$ cat config.mk
export PLATFORM = sky130hd
export DESIGN_NAME = lsb_stego_stream_decoder_top
export DESIGN_NICKNAME = d
export VERILOG_FILES = /design/src/hdl/lsbsd_pkg.sv /design/src/hdl/lsbsd_core.sv /design/src/hdl/lsb_stego_stream_decoder_top.sv
export SDC_FILE = /design/constraint.sdc
export NUM_CORES = 1
export LEC_CHECK = 0
export BUFFER_PORTS_ARGS = -buffer_cell sky130_fd_sc_hd__buf_2
export CAP_MARGIN = 20
export CORE_MARGIN = 1.5
export CORE_UTILIZATION = 40
export CTS_CLUSTER_SIZE = 28
export DETAILED_ROUTE_END_ITERATION = 16
export PLACE_DENSITY_LB_ADDON = 0.25
export SLEW_MARGIN = 10
export SYNTH_ARGS = -nofsm -noshare
export SYNTH_HDL_FRONTEND = slang
export SYNTH_HIERARCHICAL = 1
export SYNTH_SLANG_ARGS = --single-unit
$ cat constraint.sdc
create_clock -name clk -period 5.55 [get_ports clk]
set_input_delay 0.555 -clock clk [delete_from_list [all_inputs] [get_ports clk]]
set_output_delay 0.555 -clock clk [all_outputs]
set_load 0.02 [all_outputs]
$ cat src/hdl/lsbsd_pkg.sv
// lsbsd_pkg: shared types and constants for the lsb stego stream decoder
// used by lsbsd_core and lsb_stego_stream_decoder_top; no dependencies
package lsbsd_pkg;

	localparam int MAX_MAGIC     = 8;
	localparam int MAGIC_W       = 8 * MAX_MAGIC;
	localparam int MAGIC_SEL_W   = 3;
	localparam int CFG_INDEX_W   = 2;

	localparam logic [7:0]  HEADER_SKIP_RST = 8'd54;
	localparam logic [3:0]  MAGIC_LEN_RST   = 4'd2;

	// configuration register indexes
	localparam logic [CFG_INDEX_W-1:0] REG_HEADER_SKIP = 2'd0;
	localparam logic [CFG_INDEX_W-1:0] REG_MAGIC_LEN   = 2'd1;
	localparam logic [CFG_INDEX_W-1:0] REG_MAGIC_BYTES = 2'd2;

	// result kinds
	localparam logic [1:0] KIND_EXT    = 2'd0;
	localparam logic [1:0] KIND_DATA   = 2'd1;
	localparam logic [1:0] KIND_STATUS = 2'd2;

	typedef struct packed {
		logic [7:0] out_byte;
		logic [1:0] kind;
		logic       magic_bad;
		logic       last;
	} result_t;

	typedef struct packed {
		logic [7:0]         header_skip;
		logic [3:0]         magic_len;
		logic [MAGIC_W-1:0] magic_bytes;
	} cfg_t;

endpackage

$ cat src/hdl/lsbsd_core.sv
// lsbsd_core: frame parser state and per-byte decode logic
// depends on lsbsd_pkg; one image byte is taken per accepted request
module lsbsd_core import lsbsd_pkg::*; (
	input  logic       clk,
	input  logic       arst_n,
	input  logic       in_take,
	input  logic [7:0] image_byte,
	input  logic       restart,
	input  cfg_t       cfg,
	output logic       res_valid,
	output result_t    res
);

	localparam logic [3:0] PH_SKIP  = 4'd0;
	localparam logic [3:0] PH_MLEN  = 4'd1;
	localparam logic [3:0] PH_MAGIC = 4'd2;
	localparam logic [3:0] PH_ELEN  = 4'd3;
	localparam logic [3:0] PH_EXT   = 4'd4;
	localparam logic [3:0] PH_FSIZE = 4'd5;
	localparam logic [3:0] PH_DATA  = 4'd6;
	localparam logic [3:0] PH_DONE  = 4'd7;
	localparam logic [3:0] PH_FAIL  = 4'd8;

	logic [3:0]  phase_q, phase_n, ph, wp;
	logic [7:0]  hcount_q, hcount_n, hc;
	logic [4:0]  bcount_q, bcount_n, bc;
	logic [31:0] shift_q, shift_n, sw;
	logic [31:0] remain_q, remain_n, rem;
	logic [3:0]  mindex_q, mindex_n, mi;
	logic        mismatch_q, mismatch_n, mm;
	logic        active, done, word_ph, res_v;
	logic [3:0]  want;
	logic [7:0]  ch, expect_ch;
	result_t     res_n;

	always_comb begin
		// restart clears the frame before this byte is looked at
		ph  = restart ? PH_SKIP : phase_q;
		hc  = restart ? 8'd0 : hcount_q;
		bc  = restart ? 5'd0 : bcount_q;
		sw  = restart ? 32'd0 : shift_q;
		rem = restart ? 32'd0 : remain_q;
		mi  = restart ? 4'd0 : mindex_q;
		mm  = restart ? 1'b0 : mismatch_q;

		phase_n    = ph;
		hcount_n   = hc;
		bcount_n   = bc;
		shift_n    = sw;
		remain_n   = rem;
		mindex_n   = mi;
		mismatch_n = mm;
		res_v      = 1'b0;
		res_n      = '0;
		active     = 1'b0;
		wp         = ph;
		done       = 1'b0;
		word_ph    = 1'b0;
		want       = (cfg.magic_len > 4'(MAX_MAGIC)) ? 4'(MAX_MAGIC) : cfg.magic_len;
		expect_ch  = cfg.magic_bytes[{mi[MAGIC_SEL_W-1:0], 3'b000} +: 8];

		if (ph == PH_SKIP) begin
			if (hc < cfg.header_skip) begin
				hcount_n = hc + 8'd1;
				if ((hc + 8'd1) >= cfg.header_skip)
					phase_n = PH_MLEN;
			end else begin
				wp      = PH_MLEN;
				phase_n = PH_MLEN;
				active  = 1'b1;
			end
		end else if (ph != PH_DONE && ph < PH_FAIL) begin
			active = 1'b1;
		end

		shift_n = active ? {sw[30:0], image_byte[0]} : sw;
		ch      = shift_n[7:0];

		if (active) begin
			word_ph  = (wp == PH_MLEN) || (wp == PH_ELEN) || (wp == PH_FSIZE);
			done     = word_ph ? (bc >= 5'd31) : (bc >= 5'd7);
			bcount_n = done ? 5'd0 : bc + 5'd1;
		end

		if (done) begin
			unique case (wp)
				PH_MLEN: begin
					remain_n = shift_n;
					mindex_n = 4'd0;
					if (shift_n > {28'd0, want}) begin
						mismatch_n      = 1'b1;
						res_v           = 1'b1;
						res_n.kind      = KIND_STATUS;
						res_n.magic_bad = 1'b1;
						phase_n         = PH_FAIL;
					end else begin
						mismatch_n = (shift_n < {28'd0, want});
						if (shift_n == 32'd0) begin
							res_v           = 1'b1;
							res_n.kind      = KIND_STATUS;
							res_n.magic_bad = mismatch_n;
							phase_n         = mismatch_n ? PH_FAIL : PH_ELEN;
						end else begin
							phase_n = PH_MAGIC;
						end
					end
				end
				PH_MAGIC: begin
					mismatch_n = mm | (ch != expect_ch);
					mindex_n   = mi + 4'd1;
					remain_n   = rem - 32'd1;
					if (remain_n == 32'd0) begin
						res_v           = 1'b1;
						res_n.kind      = KIND_STATUS;
						res_n.magic_bad = mismatch_n;
						phase_n         = mismatch_n ? PH_FAIL : PH_ELEN;
					end
				end
				PH_ELEN: begin
					remain_n = shift_n;
					phase_n  = (shift_n == 32'd0) ? PH_FSIZE : PH_EXT;
				end
				PH_EXT: begin
					res_v          = 1'b1;
					res_n.out_byte = ch;
					res_n.kind     = KIND_EXT;
					remain_n       = rem - 32'd1;
					if (remain_n == 32'd0)
						phase_n = PH_FSIZE;
				end
				PH_FSIZE: begin
					remain_n = shift_n;
					phase_n  = (shift_n == 32'd0) ? PH_DONE : PH_DATA;
				end
				PH_DATA: begin
					res_v          = 1'b1;
					res_n.out_byte = ch;
					res_n.kind     = KIND_DATA;
					res_n.last     = (rem == 32'd1);
					remain_n       = rem - 32'd1;
					if (remain_n == 32'd0)
						phase_n = PH_DONE;
				end
				default: begin
				end
			endcase
		end
	end

	always_ff @(posedge clk or negedge arst_n) begin
		if (!arst_n) begin
			phase_q    <= PH_SKIP;
			hcount_q   <= '0;
			bcount_q   <= '0;
			shift_q    <= '0;
			remain_q   <= '0;
			mindex_q   <= '0;
			mismatch_q <= 1'b0;
		end else if (in_take) begin
			phase_q    <= phase_n;
			hcount_q   <= hcount_n;
			bcount_q   <= bcount_n;
			shift_q    <= shift_n;
			remain_q   <= remain_n;
			mindex_q   <= mindex_n;
			mismatch_q <= mismatch_n;
		end
	end

	assign res_valid = in_take & res_v;
	assign res       = res_n;

endmodule

$ cat src/hdl/lsb_stego_stream_decoder_top.sv
// lsb_stego_stream_decoder_top: stream ports, config registers, result register
// depends on lsbsd_pkg and lsbsd_core
// result: m_tvalid rises in the cycle after the image byte request that made it is taken
// throughput: one image byte per cycle; s_tready drops only while a held result
// is not taken, the result register being the one stage between the two sides
// reset: arst_n clears frame state to the header skip phase and loads register
// defaults (header_skip 54, magic_len 2, magic_bytes 0); no clearing pass
module lsb_stego_stream_decoder_top import lsbsd_pkg::*; (
	input  logic                   clk,
	input  logic                   arst_n,
	input  logic                   s_tvalid,
	output logic                   s_tready,
	input  logic [7:0]             s_tdata,   // image_byte[7:0]
	input  logic [0:0]             s_tuser,   // restart
	output logic                   m_tvalid,
	input  logic                   m_tready,
	output logic [7:0]             m_tdata,   // out_byte[7:0]
	output logic [2:0]             m_tuser,   // magic_bad, kind[1:0]
	output logic                   m_tlast,
	input  logic                   cfg_we,
	input  logic [CFG_INDEX_W-1:0] cfg_index,
	input  logic [MAGIC_W-1:0]     cfg_data
);

	cfg_t    cfg_q;
	logic    take;
	logic    res_valid;
	result_t res;
	logic    out_valid_q;
	result_t out_q;

	always_ff @(posedge clk or negedge arst_n) begin
		if (!arst_n) begin
			cfg_q.header_skip <= HEADER_SKIP_RST;
			cfg_q.magic_len   <= MAGIC_LEN_RST;
			cfg_q.magic_bytes <= '0;
		end else if (cfg_we) begin
			unique case (cfg_index)
				REG_HEADER_SKIP: cfg_q.header_skip <= cfg_data[7:0];
				REG_MAGIC_LEN:   cfg_q.magic_len   <= cfg_data[3:0];
				REG_MAGIC_BYTES: cfg_q.magic_bytes <= cfg_data;
				default: begin
				end
			endcase
		end
	end

	assign s_tready = !out_valid_q || m_tready;
	assign take     = s_tvalid && s_tready;

	lsbsd_core u_core (
		.clk        (clk),
		.arst_n     (arst_n),
		.in_take    (take),
		.image_byte (s_tdata),
		.restart    (s_tuser[0]),
		.cfg        (cfg_q),
		.res_valid  (res_valid),
		.res        (res)
	);

	always_ff @(posedge clk or negedge arst_n) begin
		if (!arst_n) begin
			out_valid_q <= 1'b0;
		end else if (res_valid) begin
			out_valid_q <= 1'b1;
		end else if (m_tready) begin
			out_valid_q <= 1'b0;
		end
	end

	always_ff @(posedge clk) begin
		if (res_valid)
			out_q <= res;
	end

	assign m_tvalid = out_valid_q;
	assign m_tdata  = out_q.out_byte;
	assign m_tuser  = {out_q.magic_bad, out_q.kind};
	assign m_tlast  = out_q.last;

`ifndef NO_ASSERTIONS
	a_last_on_data: assert property (@(posedge clk) disable iff (!arst_n)
		m_tvalid && m_tlast |-> m_tuser[1:0] == KIND_DATA)
		else $error("last mark on a result that is not a data byte");

	a_bad_on_status: assert property (@(posedge clk) disable iff (!arst_n)
		m_tvalid && m_tuser[2] |-> m_tuser[1:0] == KIND_STATUS && m_tdata == 8'd0)
		else $error("magic_bad set on a character result");

	a_ready_when_empty: assert property (@(posedge clk) disable iff (!arst_n)
		!m_tvalid |-> s_tready)
		else $error("input stalled while result register is empty");

	a_result_loads: assert property (@(posedge clk) disable iff (!arst_n)
		res_valid |=> m_tvalid)
		else $error("decoded result did not reach the result register");
`endif

endmodule
# Word level (Yosys, flattened, before mapping)
# Index checks and enable logic that the tools add are counted.
[totals] ff_bits=175 out_inout_bits=14 word_cells=113 input_bits=80
[classes] n_bitwise=2 eq_ne=11 reduce_logical=19 mux=53 addsub=4 shift=1 magnitude_cmp=8
[ops] cell="$mux 32" count=4
[ops] cell="$mux 4" count=17
[ops] cell="$logic_not 32->1" count=2
[ops] cell="$pmux 32 s2" count=1
[ops] cell="$shiftx 64x7->8" count=1
[ops] cell="$eq 32x1->1 const B" count=1
[ops] cell="$gt 32x4->1" count=1
[ops] cell="$lt 32x4->1" count=1
[ops] cell="$sub 32x1->32 const B" count=1
[ops] cell="$mux 8" count=3
[ops] cell="$pmux 4 s6" count=1
[ops] cell="$mux 1" count=16
[ops] cell="$mux 5" count=3
[ops] cell="$eq 4x3->1 const B" count=3
[ops] cell="$reduce_and 2->1" count=5
[ops] cell="$mux 3" count=3
[ops] cell="$add 8x1->8 const B" count=1
[ops] cell="$eq 4x2->1 const B" count=2
[ops] cell="$ge 8x8->1" count=1
[ops] cell="$lt 8x8->1" count=1
[ops] cell="$ne 8x8->1" count=1
[ops] cell="$pmux 4 s2" count=1
[ops] cell="$pmux 2 s3" count=1
[ops] cell="$reduce_or 3->1" count=2
[ops] cell="21 further kinds" count=25

# Logic depth before layout (Yosys ltp)
# Gate-level depths: netlist (run 1).
[depth] word_depth=13 ltp_mapped=28 depth_no_buf=19

# By module
# The synthesis (run 1) kept the hierarchy.
[modules_own_cells] module="lsbsd_core" cells_each=931 seq_area_each_um2=2127.0 area_each_um2=7372.1 n_inst=1
[modules_own_cells] module="lsb_stego_stream_decoder_top" cells_each=178 seq_area_each_um2=2293.4 area_each_um2=3558.4 n_inst=1

# Worst setup path after synthesis (run 1)
# OpenSTA, ideal clock, no wires.
[synth_timing] path_type="input -> register" start="in s_tuser" end="reg out_q, in the netlist m_tdata[0] (enable)" arrival_ns=6.832 t_required_ns=5.164 path_slack_ns=-1.668 path_buffers=10 cell_stages=26 setup_time_ns=0.386 path_cell_list="clkbuf_1 clkbuf_1 clkbuf_1 buf_1 clkbuf_1 buf_1 clkbuf_1 clkbuf_1 buf_1 nor2_1 ha_1 nor4bb_1 o21a_1 or2_1 clkbuf_1 o31ai_1 mux2i_1 inv_1 ha_1 nor2b_1 o32ai_1 nor3b_1 o21ai_0 nor2b_1 o22a_1 a21oi_1"
[synth_between] elab_chain_len=12 word_cells_on_any_way=39 classes_between="add/sub (1); order compare (5); eq/ne (7); mux (18); bitwise (1); reduce/logical (7)"
[synth_lines] item="start: declaration" line="lsb_stego_stream_decoder_top.sv:14" text="input logic [0:0] s_tuser,"
[synth_lines] item="branches (longest 5 deep; another with $lt 8x8->1)"
[synth_lines] item="$mux 32 (*)" line="lsbsd_core.sv:76" text="shift_n = active ? {sw[30:0], image_byte[0]} : sw;"
[synth_lines] item="named net u_core.shift_n[3]" line="lsbsd_core.sv:27" text="logic [31:0] shift_q, shift_n, sw;"
[synth_lines] item="branches (longest 2 deep; another with $gt 32x4->1)"
[synth_lines] item="$mux 1 (*)" line="lsbsd_core.sv:90" text="if (shift_n > {28'd0, want}) begin"
[synth_lines] item="$pmux 1 s3 (*)" line="lsbsd_core.sv:86" text="unique case (wp)"
[synth_lines] item="$mux 1 (*)" line="lsbsd_core.sv:85" text="if (done) begin"
[synth_lines] item="$and 1x1->1 (*)" line="lsbsd_core.sv:170" text="assign res_valid = in_take & res_v;"
[synth_lines] item="named net res_valid" line="lsb_stego_stream_decoder_top.sv:27" text="logic res_valid;"
[synth_lines] item="end signal: assignment" line="lsb_stego_stream_decoder_top.sv:74" text="out_q <= res;"
[synth_lines] item="end: declaration" line="lsb_stego_stream_decoder_top.sv:30" text="result_t out_q;"
# Mark *: on every way through the listed nets, which the timed path passes.
# A chain may end at the register's enable or synchronous reset.

# Worst setup path in the final report (run 1)
[layout_timing] start="reg cfg_q[73] (netlist name)" end="reg out_valid_q, in the netlist m_tvalid"
[layout_between] elab_chain_len=11 word_cells_on_any_way=26 classes_between="order compare (2); eq/ne (6); mux (12); bitwise (1); reduce/logical (5)"
[layout_lines] item="start: declaration" line="lsb_stego_stream_decoder_top.sv:25" text="cfg_t cfg_q;"
[layout_lines] item="$lt 8x8->1 (*)" line="lsbsd_core.sv:63" text="if (hc < cfg.header_skip) begin"
[layout_lines] item="branches (longest 7 deep; another with $gt 32x4->1)"
[layout_lines] item="$mux 1 (*)" line="lsbsd_core.sv:85"
[layout_lines] item="$and 1x1->1 (*)" line="lsbsd_core.sv:170"
[layout_lines] item="named net res_valid" line="lsb_stego_stream_decoder_top.sv:27"
[layout_lines] item="$mux 1 / $reduce_bool 2->1 (equally long branches)"
[layout_lines] item="end signal: assignment" line="lsb_stego_stream_decoder_top.sv:64" text="out_valid_q <= 1'b0;"
[layout_lines] item="end signal: assignment" line="lsb_stego_stream_decoder_top.sv:66" text="out_valid_q <= 1'b1;"
[layout_lines] item="end signal: assignment" line="lsb_stego_stream_decoder_top.sv:68" text="out_valid_q <= 1'b0;"
[layout_lines] item="end: declaration" line="lsb_stego_stream_decoder_top.sv:29" text="logic out_valid_q;"
# Marked as above.

==> results of run 1 <==
==> cell usage after synthesis, drive strengths merged (6+ instances only) <==
| cell type | count | area share [%] |
|---|---|---|
| mux2 | 82 | 11 |
| buf | 16 | 1.7 |
| nor4 | 15 | 1.0 |
| nand2 | 77 | 2.6 |
| ha | 24 | 2.7 |
| a31oi | 9 | 0.52 |
| mux2i | 14 | 1.3 |
| nand3 | 23 | 1.1 |
| dfrtp | 157 | 36 |
| mux4 | 10 | 2.1 |
| nor2b | 25 | 1.4 |
| edfxtp | 12 | 3.3 |
| o21ai | 59 | 2.7 |
| and3 | 8 | 0.46 |
| o22ai | 44 | 2.5 |
| or2 | 8 | 0.46 |
| inv | 47 | 1.6 |
| nor2 | 83 | 2.9 |
| a211oi | 7 | 0.48 |
| a22oi | 8 | 0.55 |
| or4 | 7 | 0.52 |
| and2 | 8 | 0.46 |
| xor2 | 8 | 0.64 |
| a21oi | 90 | 4.1 |
| nor3b | 8 | 0.65 |
| o31ai | 11 | 0.76 |
| a22o | 37 | 3.0 |
| nand2b | 7 | 0.40 |
| clkbuf | 55 | 1.9 |
| nand3b | 7 | 0.48 |
| o21a | 6 | 0.41 |
| xnor2 | 15 | 1.2 |
| nor3 | 25 | 1.2 |
==> flip-flops by register name (all words and copies together), names as in the netlist <==
signal             flops
u_core/hcount_q        8
u_core/remain_q       32
u_core/shift_q        32
m_tuser                3
u_core/phase_q         4
m_tdata                8
u_core/mindex_q        3
u_core/bcount_q        5
m_tvalid               1
cfg_q                 76
m_tlast                1
u_core/mismatch_q      1
==> worst reg2reg max path, stage by stage (launching register included) <==
cell	delay, ns
dfstp_2	0.54
inv_1	0.06
ha_1	0.29
and4_1	0.22
o2111ai_1	0.17
a31oi_1	0.52
o31ai_4	0.14
buf_4	0.24
a22oi_1	0.17
buf_4	0.21
ha_1	0.16
inv_1	0.04
a21oi_1	0.20
nor2b_1	0.07
o32ai_1	0.09
nor3b_1	0.47
o21ai_1	0.17
nor2b_1	0.18
o22a_1	0.24
a21oi_4	0.15
nand2b_1	0.18
==> layout make-up <==
type                            count  area, µm²
Multi-Input combinational cell    816       5990
Inverter                           48        180
Tap cell                          341        427
Clock inverter                     15        168
Sequential cell                   174       4420
Timing Repair Buffer              107        597
Clock buffer                       17        425
Fill cell                        2537      14700
==> kinds of logic (layout without fill, tap and decap cells) <==
family / count (synthesis) / count (layout) / synth area share (%)
AO/OA/AOI/OAI: 342 / 342 / 20.7
XOR/XNOR: 23 / 23 / 1.84
adder cells (fa/ha/maj): 24 / 24 / 2.75
buffers and inverters: 119 / 187 / 5.23
flip-flops: 174 / 174 / 40.4
multiplexers: 106 / 106 / 13.9
AND/OR/NAND/NOR: 321 / 321 / 15.2
==> worst paths after layout <==
check / cells past startpoint / endpoint / slack [ns] / startpoint
max: 20 / m_tvalid / 0.95 / cfg_q[73]
min: 1 / cfg_q[40] / 0.09 / arst_n
max reg2reg: 20 / m_tvalid / 0.95 / cfg_q[73]
min reg2reg: 1 / u_core/hcount_q[7] / 0.50 / u_core/hcount_q[7]
max in group asynchronous: 2 / u_core/remain_q[18] / 4.29 / arst_n
min in group clk: 2 / cfg_q[44] / 0.34 / cfg_data[44]
==> layer usage <==
layer	part of all wire (%)	track usage (%)	routed length (µm)	up-vias
met2	45	33.5	13700	270
met5	0	0	0	-
li1	-	-	-	4259
met1	49	32.7	14700	4515
met3	5.3	3.53	1600	24
met4	0.99	4.77	301	0
==> where the power goes <==
| part | internal, W | switching [W] |
|---|---|---|
| Sequential | 0.00145 | 0.000145 |
| Combinational | 0.000439 | 0.000543 |
| Clock | 0.000608 | 0.000608 |
| Total | 0.00250 | 0.00130 |
==> stage by stage <==
stage,cells,util [%]
after floorplan,1109,-
after global placement,1486,43.2
final,1518,45.4
after CTS,1518,45.4
after detailed placement,1486,43.2
after global routing,1518,45.4
==> impl_metrics.json, run 1 <==
{
  "pwr_density_cell_nw_per_um2": 311,
  "hold_violations": 0,
  "worst_pin_slew_ns": 0.983,
  "final_nets": 1268,
  "overflow": 0,
  "fmax_mhz": 217,
  "ys_ff_latch": 174,
  "cts_root_buf": "clkbuf_16",
  "tns_ns": 0,
  "grtUsageTotal_pct": 22.0,
  "path_cells": "inv_1 > ha_1 > and4_1 > o2111ai_1 > a31oi_1 > o31ai_4 > buf_4 > a22oi_1 > buf_4 > ha_1 > inv_1 > a21oi_1 > nor2b_1 > o32ai_1 > nor3b_1 > o21ai_1 > nor2b_1 > o22a_1 > a21oi_4 > nand2b_1",
  "fin_hold_ws_ns": 0.0926,
  "antenna_found_initial": 0,
  "place_congestion": 0.894,
  "fin_ws_ns": 0.952,
  "design_area_um2": 12200,
  "grt_max_degree": 62,
  "syn-mean-instance-area_um2": 9.86,
  "initial_utilization_pct": 40.7,
  "wl_per_cell_um": 20.0,
  "mostFrequentLayoutCell": "dfrtp_1",
  "drtIter0Drc": 846,
  "outcome": "finished, final reports clean",
  "grt_pass1_wl_um": 49300,
  "crit_type": "reg -> reg",
  "synthCells": 1109,
  "ctsLongestPathBuffers": 2,
  "cts.repair.resized": 0,
  "ys_types": 83,
  "min_period_ns": 4.60,
  "hpwl_um": 21000,
  "syn_area_um2": 10900,
  "die_w_um": 168,
  "drc": 0,
  "dp_slack_ns": 0.796,
  "final_cell_mix": "dfrtp_1, a21oi_1, buf_2",
  "ys_seq_area_share_pct": 40.4,
  "cap_violations": 0,
  "cp.required_ns": 5.88,
  "end_kind": "flop",
  "crit_buf_inv": 4,
  "cts_buffers": 17,
  "total_power_w": 0.00380,
  "ir_drop_uv": 205,
  "slew_headroom_pct": 34.0,
  "ctsHtreeMaxLevel": 4,
  "clkLatencyLatePin_ns": 0.44,
  "io_buffer_count": 86,
  "cp_top_family": "compound AO/OA/AOI/OAI gates",
  "syn_nets": 1213,
  "async_flop_share_pct": 93.1,
  "skew_ns": 0.0237,
  "vias_per_cell": 5.97,
  "setup_viol": 0,
  "drive_above_1_share_pct": 21.9,
  "drt_pass1_iterations": 6,
  "dieArea_um2": 28300,
  "cts.clk_slew.worst_paths_ns": 0.08,
  "row_count": 60,
  "hold_class": "in -> async",
  "rsz0062_at_grt": "no",
  "startpoint_type": "flop",
  "cts_hold_buf": 0,
  "vias": 9068,
  "postCtsSetupRepairBufs": 0,
  "fin_crit_sh_pct": 82.8,
  "grt_pass1_vias": 8796,
  "antenna_cells": 0,
  "area_growth_pct": 11.7,
  "leakagePower_nw": 5.42,
  "crit_arrival_ns": 4.92,
  "crit_slowest_cell": "dfstp_2",
  "ios": 94,
  "die_h_um": 168,
  "drv_slew": 0,
  "fp.coreArea_um2": 26900,
  "cts_tree": "done",
  "cts_sinks": 174,
  "critical_path.max_fanout": 13,
  "drt-total-wl_um": 30300,
  "placed_cell_area_um2": 11600,
  "ys_dominant_reg_cell": "dfrtp_1",
  "ant_nets": 0,
  "cp_slowest_stage_delay_ns": 0.54,
  "synth_edf_count": 12,
  "ys_warn_count": 6
}
Power figures use the tool's default switching activity.
==> run 2, diff against run 1 <==
--- a/config.mk
+++ b/config.mk
@@ -5,6 +5,7 @@
 export SDC_FILE = /design/constraint.sdc
 export NUM_CORES = 1
 export LEC_CHECK = 0
+export ABC_AREA = 1
 export BUFFER_PORTS_ARGS = -buffer_cell sky130_fd_sc_hd__buf_2
 export CAP_MARGIN = 20
 export CORE_MARGIN = 1.5
==> constraint.sdc (replaced) <==
create_clock -name clk -period 4.57 [get_ports clk]
set_input_delay 0.457 -clock clk [delete_from_list [all_inputs] [get_ports clk]]
set_output_delay 0.457 -clock clk [all_outputs]
set_load 0.02 [all_outputs]
==> impl_metrics.json, run 2 <==
{
  "syn-mean-instance-area_um2": 6.98,
  "grtUsageTotal_pct": 21.9,
  "end_kind": "flop",
  "path_cells": "inv_1 > ha_1 > a21oi_1 > o21a_1 > nand3_4 > nand2_4 > nand2_1 > nand2_1 > inv_1 > ha_1 > nand2_1 > nor2_1 > nand2_1 > nand2_1 > nor2_1 > nand2_1 > nand3_1 > a31oi_2 > buf_4",
  "skew_ns": 0.0158,
  "largest_reg_flops": 76,
  "io_buffer_count": 86,
  "hpwl_um": 23100,
  "p_sw_share_pct": 46.9,
  "fin_ws_ns": 0.781,
  "drt-total-wl_um": 33200,
  "cts.repair.resized": 0,
  "fp.coreArea_um2": 29500,
  "grt_max_degree": 96,
  "mostFrequentLayoutCell": "nand2_1",
  "vias": 11200,
  "ys_dominant_reg_cell": "dfrtp_1",
  "drive_above_1_share_pct": 12.2,
  "pwr_density_cell_nw_per_um2": 569,
  "syn_nets": 1814,
  "fmax_mhz": 264,
  "drc": 0,
  "p_int_w": 0.00393,
  "place_congestion": 0.883,
  "cts_root_buf": "clkbuf_16",
  "p_seq_share_pct": 29.5,
  "overflow": 0,
  "ctsLongestPathBuffers": 2,
  "synth_edf_count": 12,
  "ctsHtreeMaxLevel": 4,
  "die_w_um": 176,
  "antenna_found_initial": 0,
  "power.switching_w": 0.00347,
  "use_met1_pct": 28.5,
  "critical_path.max_fanout": 22,
  "drt_pass1_iterations": 6,
  "ys_types": 52,
  "ios": 94,
  "top_regs": "cfg_q: 76 flops, u_core/remain_q: 32 flops, u_core/shift_q: 32 flops",
  "drv_slew": 0,
  "vias_per_cell": 5.22,
  "postCtsSetupRepairBufs": 0,
  "grtUsageMet2_pct": 37.1,
  "cts_buffers": 17,
  "tns_ns": 0,
  "cp.required_ns": 4.71,
  "final_cell_count_no_fill": 2148,
  "die_h_um": 176,
  "hold_violations": 0,
  "leakagePower_nw": 6.69,
  "yosysMostFrequentCell": "nand2_1",
  "async_flop_share_pct": 93.1,
  "clkLatencyLatePin_ns": 0.44,
  "worst_pin_slew_ns": 0.947,
  "min_period_ns": 3.79,
  "dieArea_um2": 30900,
  "synthCells": 1710,
  "grt_pass1_wl_um": 54000,
  "grt_pass1_vias": 10600,
  "startpoint_type": "flop",
  "crit_slowest_cell": "dfstp_2",
  "pwr-share-comb_pct": 49.9,
  "synth_area_leaders": "dfrtp_1, nand2_1, inv_1",
  "cts_sinks": 174,
  "hold_class": "in -> async",
  "cp_slowest_stage_delay_ns": 0.53,
  "cp_top_family": "simple AND/OR/NAND/NOR gates",
  "use_met3_pct": 3.29,
  "crit_arrival_ns": 3.93,
  "ir_drop_uv": 373,
  "slew_headroom_pct": 36.9,
  "initial_utilization_pct": 40.5,
  "ys_warn_count": 6,
  "antenna_cells": 0,
  "area_growth_pct": 8.84,
  "setup_viol": 0,
  "yosysTopAreaCellShare_pct": 32.9,
  "final_cell_mix": "nand2_1, inv_1, dfrtp_1",
  "cpMostUsedCell": "nand2_1",
  "syn_area_um2": 11900,
  "crit_type": "reg -> reg",
  "cts_tree": "done",
  "fin_crit_sh_pct": 82.9,
  "crit_buf_inv": 3,
  "clock_power_share_pct": 20.7,
  "ant_nets": 0,
  "outcome": "finished, final reports clean",
  "cap_violations": 0,
  "ys_seq_area_share_pct": 37.0,
  "cts.clk_slew.worst_paths_ns": 0.07,
  "cts_hold_buf": 0,
  "row_count": 63,
  "dp_slack_ns": 0.494,
  "drtIter0Drc": 820,
  "synth_common_cells": "nand2_1, inv_1, dfrtp_1",
  "rsz0062_at_grt": "no",
  "regMostFlops": "cfg_q",
  "synth_top_cell_by_area": "dfrtp_1",
  "busiest_layer": "met2",
  "final_nets": 1849,
  "total_power_w": 0.00740,
  "dpl.cell_count": 2116,
  "wl_per_cell_um": 15.5,
  "ys_ff_latch": 174
}
run 2: cell types whose count changed in the layout (fill, tap and decap cells not counted), sizes merged, moves of 13 or more:
cell / delta
nand2: +527
inv: +118
nand3: +92
mux2: -82
nand4: +82
nor2: +81
a22o: -35
o21ai: +27
nor2b: -25
mux2i: -14
nor4: -13
run 2: area by class of cell:
cell class              instances  area, µm²
inverters                     170        642
flip-flops and latches        174       4420
clock buffers                  21        440
well taps                     390        488
multi-input cells            1272       6220
fillers                      3092      16500
repair buffers                110        629
clock inverters                11        156
run 2: worst paths after layout:
kind	startpoint	endpoint	slack, ns	cells past startpoint
max	cfg_q[73]	m_tdata[1]	0.78	19
min	arst_n	u_core/shift_q[27]	0.13	1
max reg2reg	cfg_q[73]	m_tdata[1]	0.78	19
min reg2reg	cfg_q[72]	cfg_q[72]	0.47	2
max in group asynchronous	arst_n	cfg_q[18]	3.39	2
min in group clk	cfg_data[5]	cfg_q[73]	0.25	3
run 2: stage by stage:
stage / area [µm²] / utilization, % / hold slack [ns]
final: 13000 / 44.1 / 0.135
after floorplan: 11900 / - / 0.161
after detailed placement: 12400 / 42.1 / 0.456
after CTS: 13000 / 44.1 / 0.160
after global routing: 13000 / 44.1 / 0.200
after global placement: 12400 / 42.1 / 0.451
run 2: logic make-up after synthesis:
| logic type | count (synthesis) | synth area share [%] |
|---|---|---|
| buf+inv | 264 | 11.0 |
| simple gates | 988 | 36.3 |
| fa+ha+maj | 24 | 2.51 |
| compound gates | 235 | 11.1 |
| flops | 174 | 37.0 |
| xor+xnor | 25 | 1.96 |
run 2: power by group through the flow:
stage	logic, W	registers (W)	clock network [W]
final	0.00369	0.00218	0.00153
after global placement	0.00361	0.00220	0
after floorplan	0.00276	0.00217	0
after global routing	0.00414	0.00223	0.00163
after CTS	0.00367	0.00218	0.00156
after detailed placement	0.00365	0.00220	0
run 2: routing by layer:
layer | wire (µm) | part of all wire [%]
met5 | 0 | 0
met2 | 15900 | 48
met1 | 15100 | 45
met4 | 789 | 2.4
met3 | 1460 | 4.4
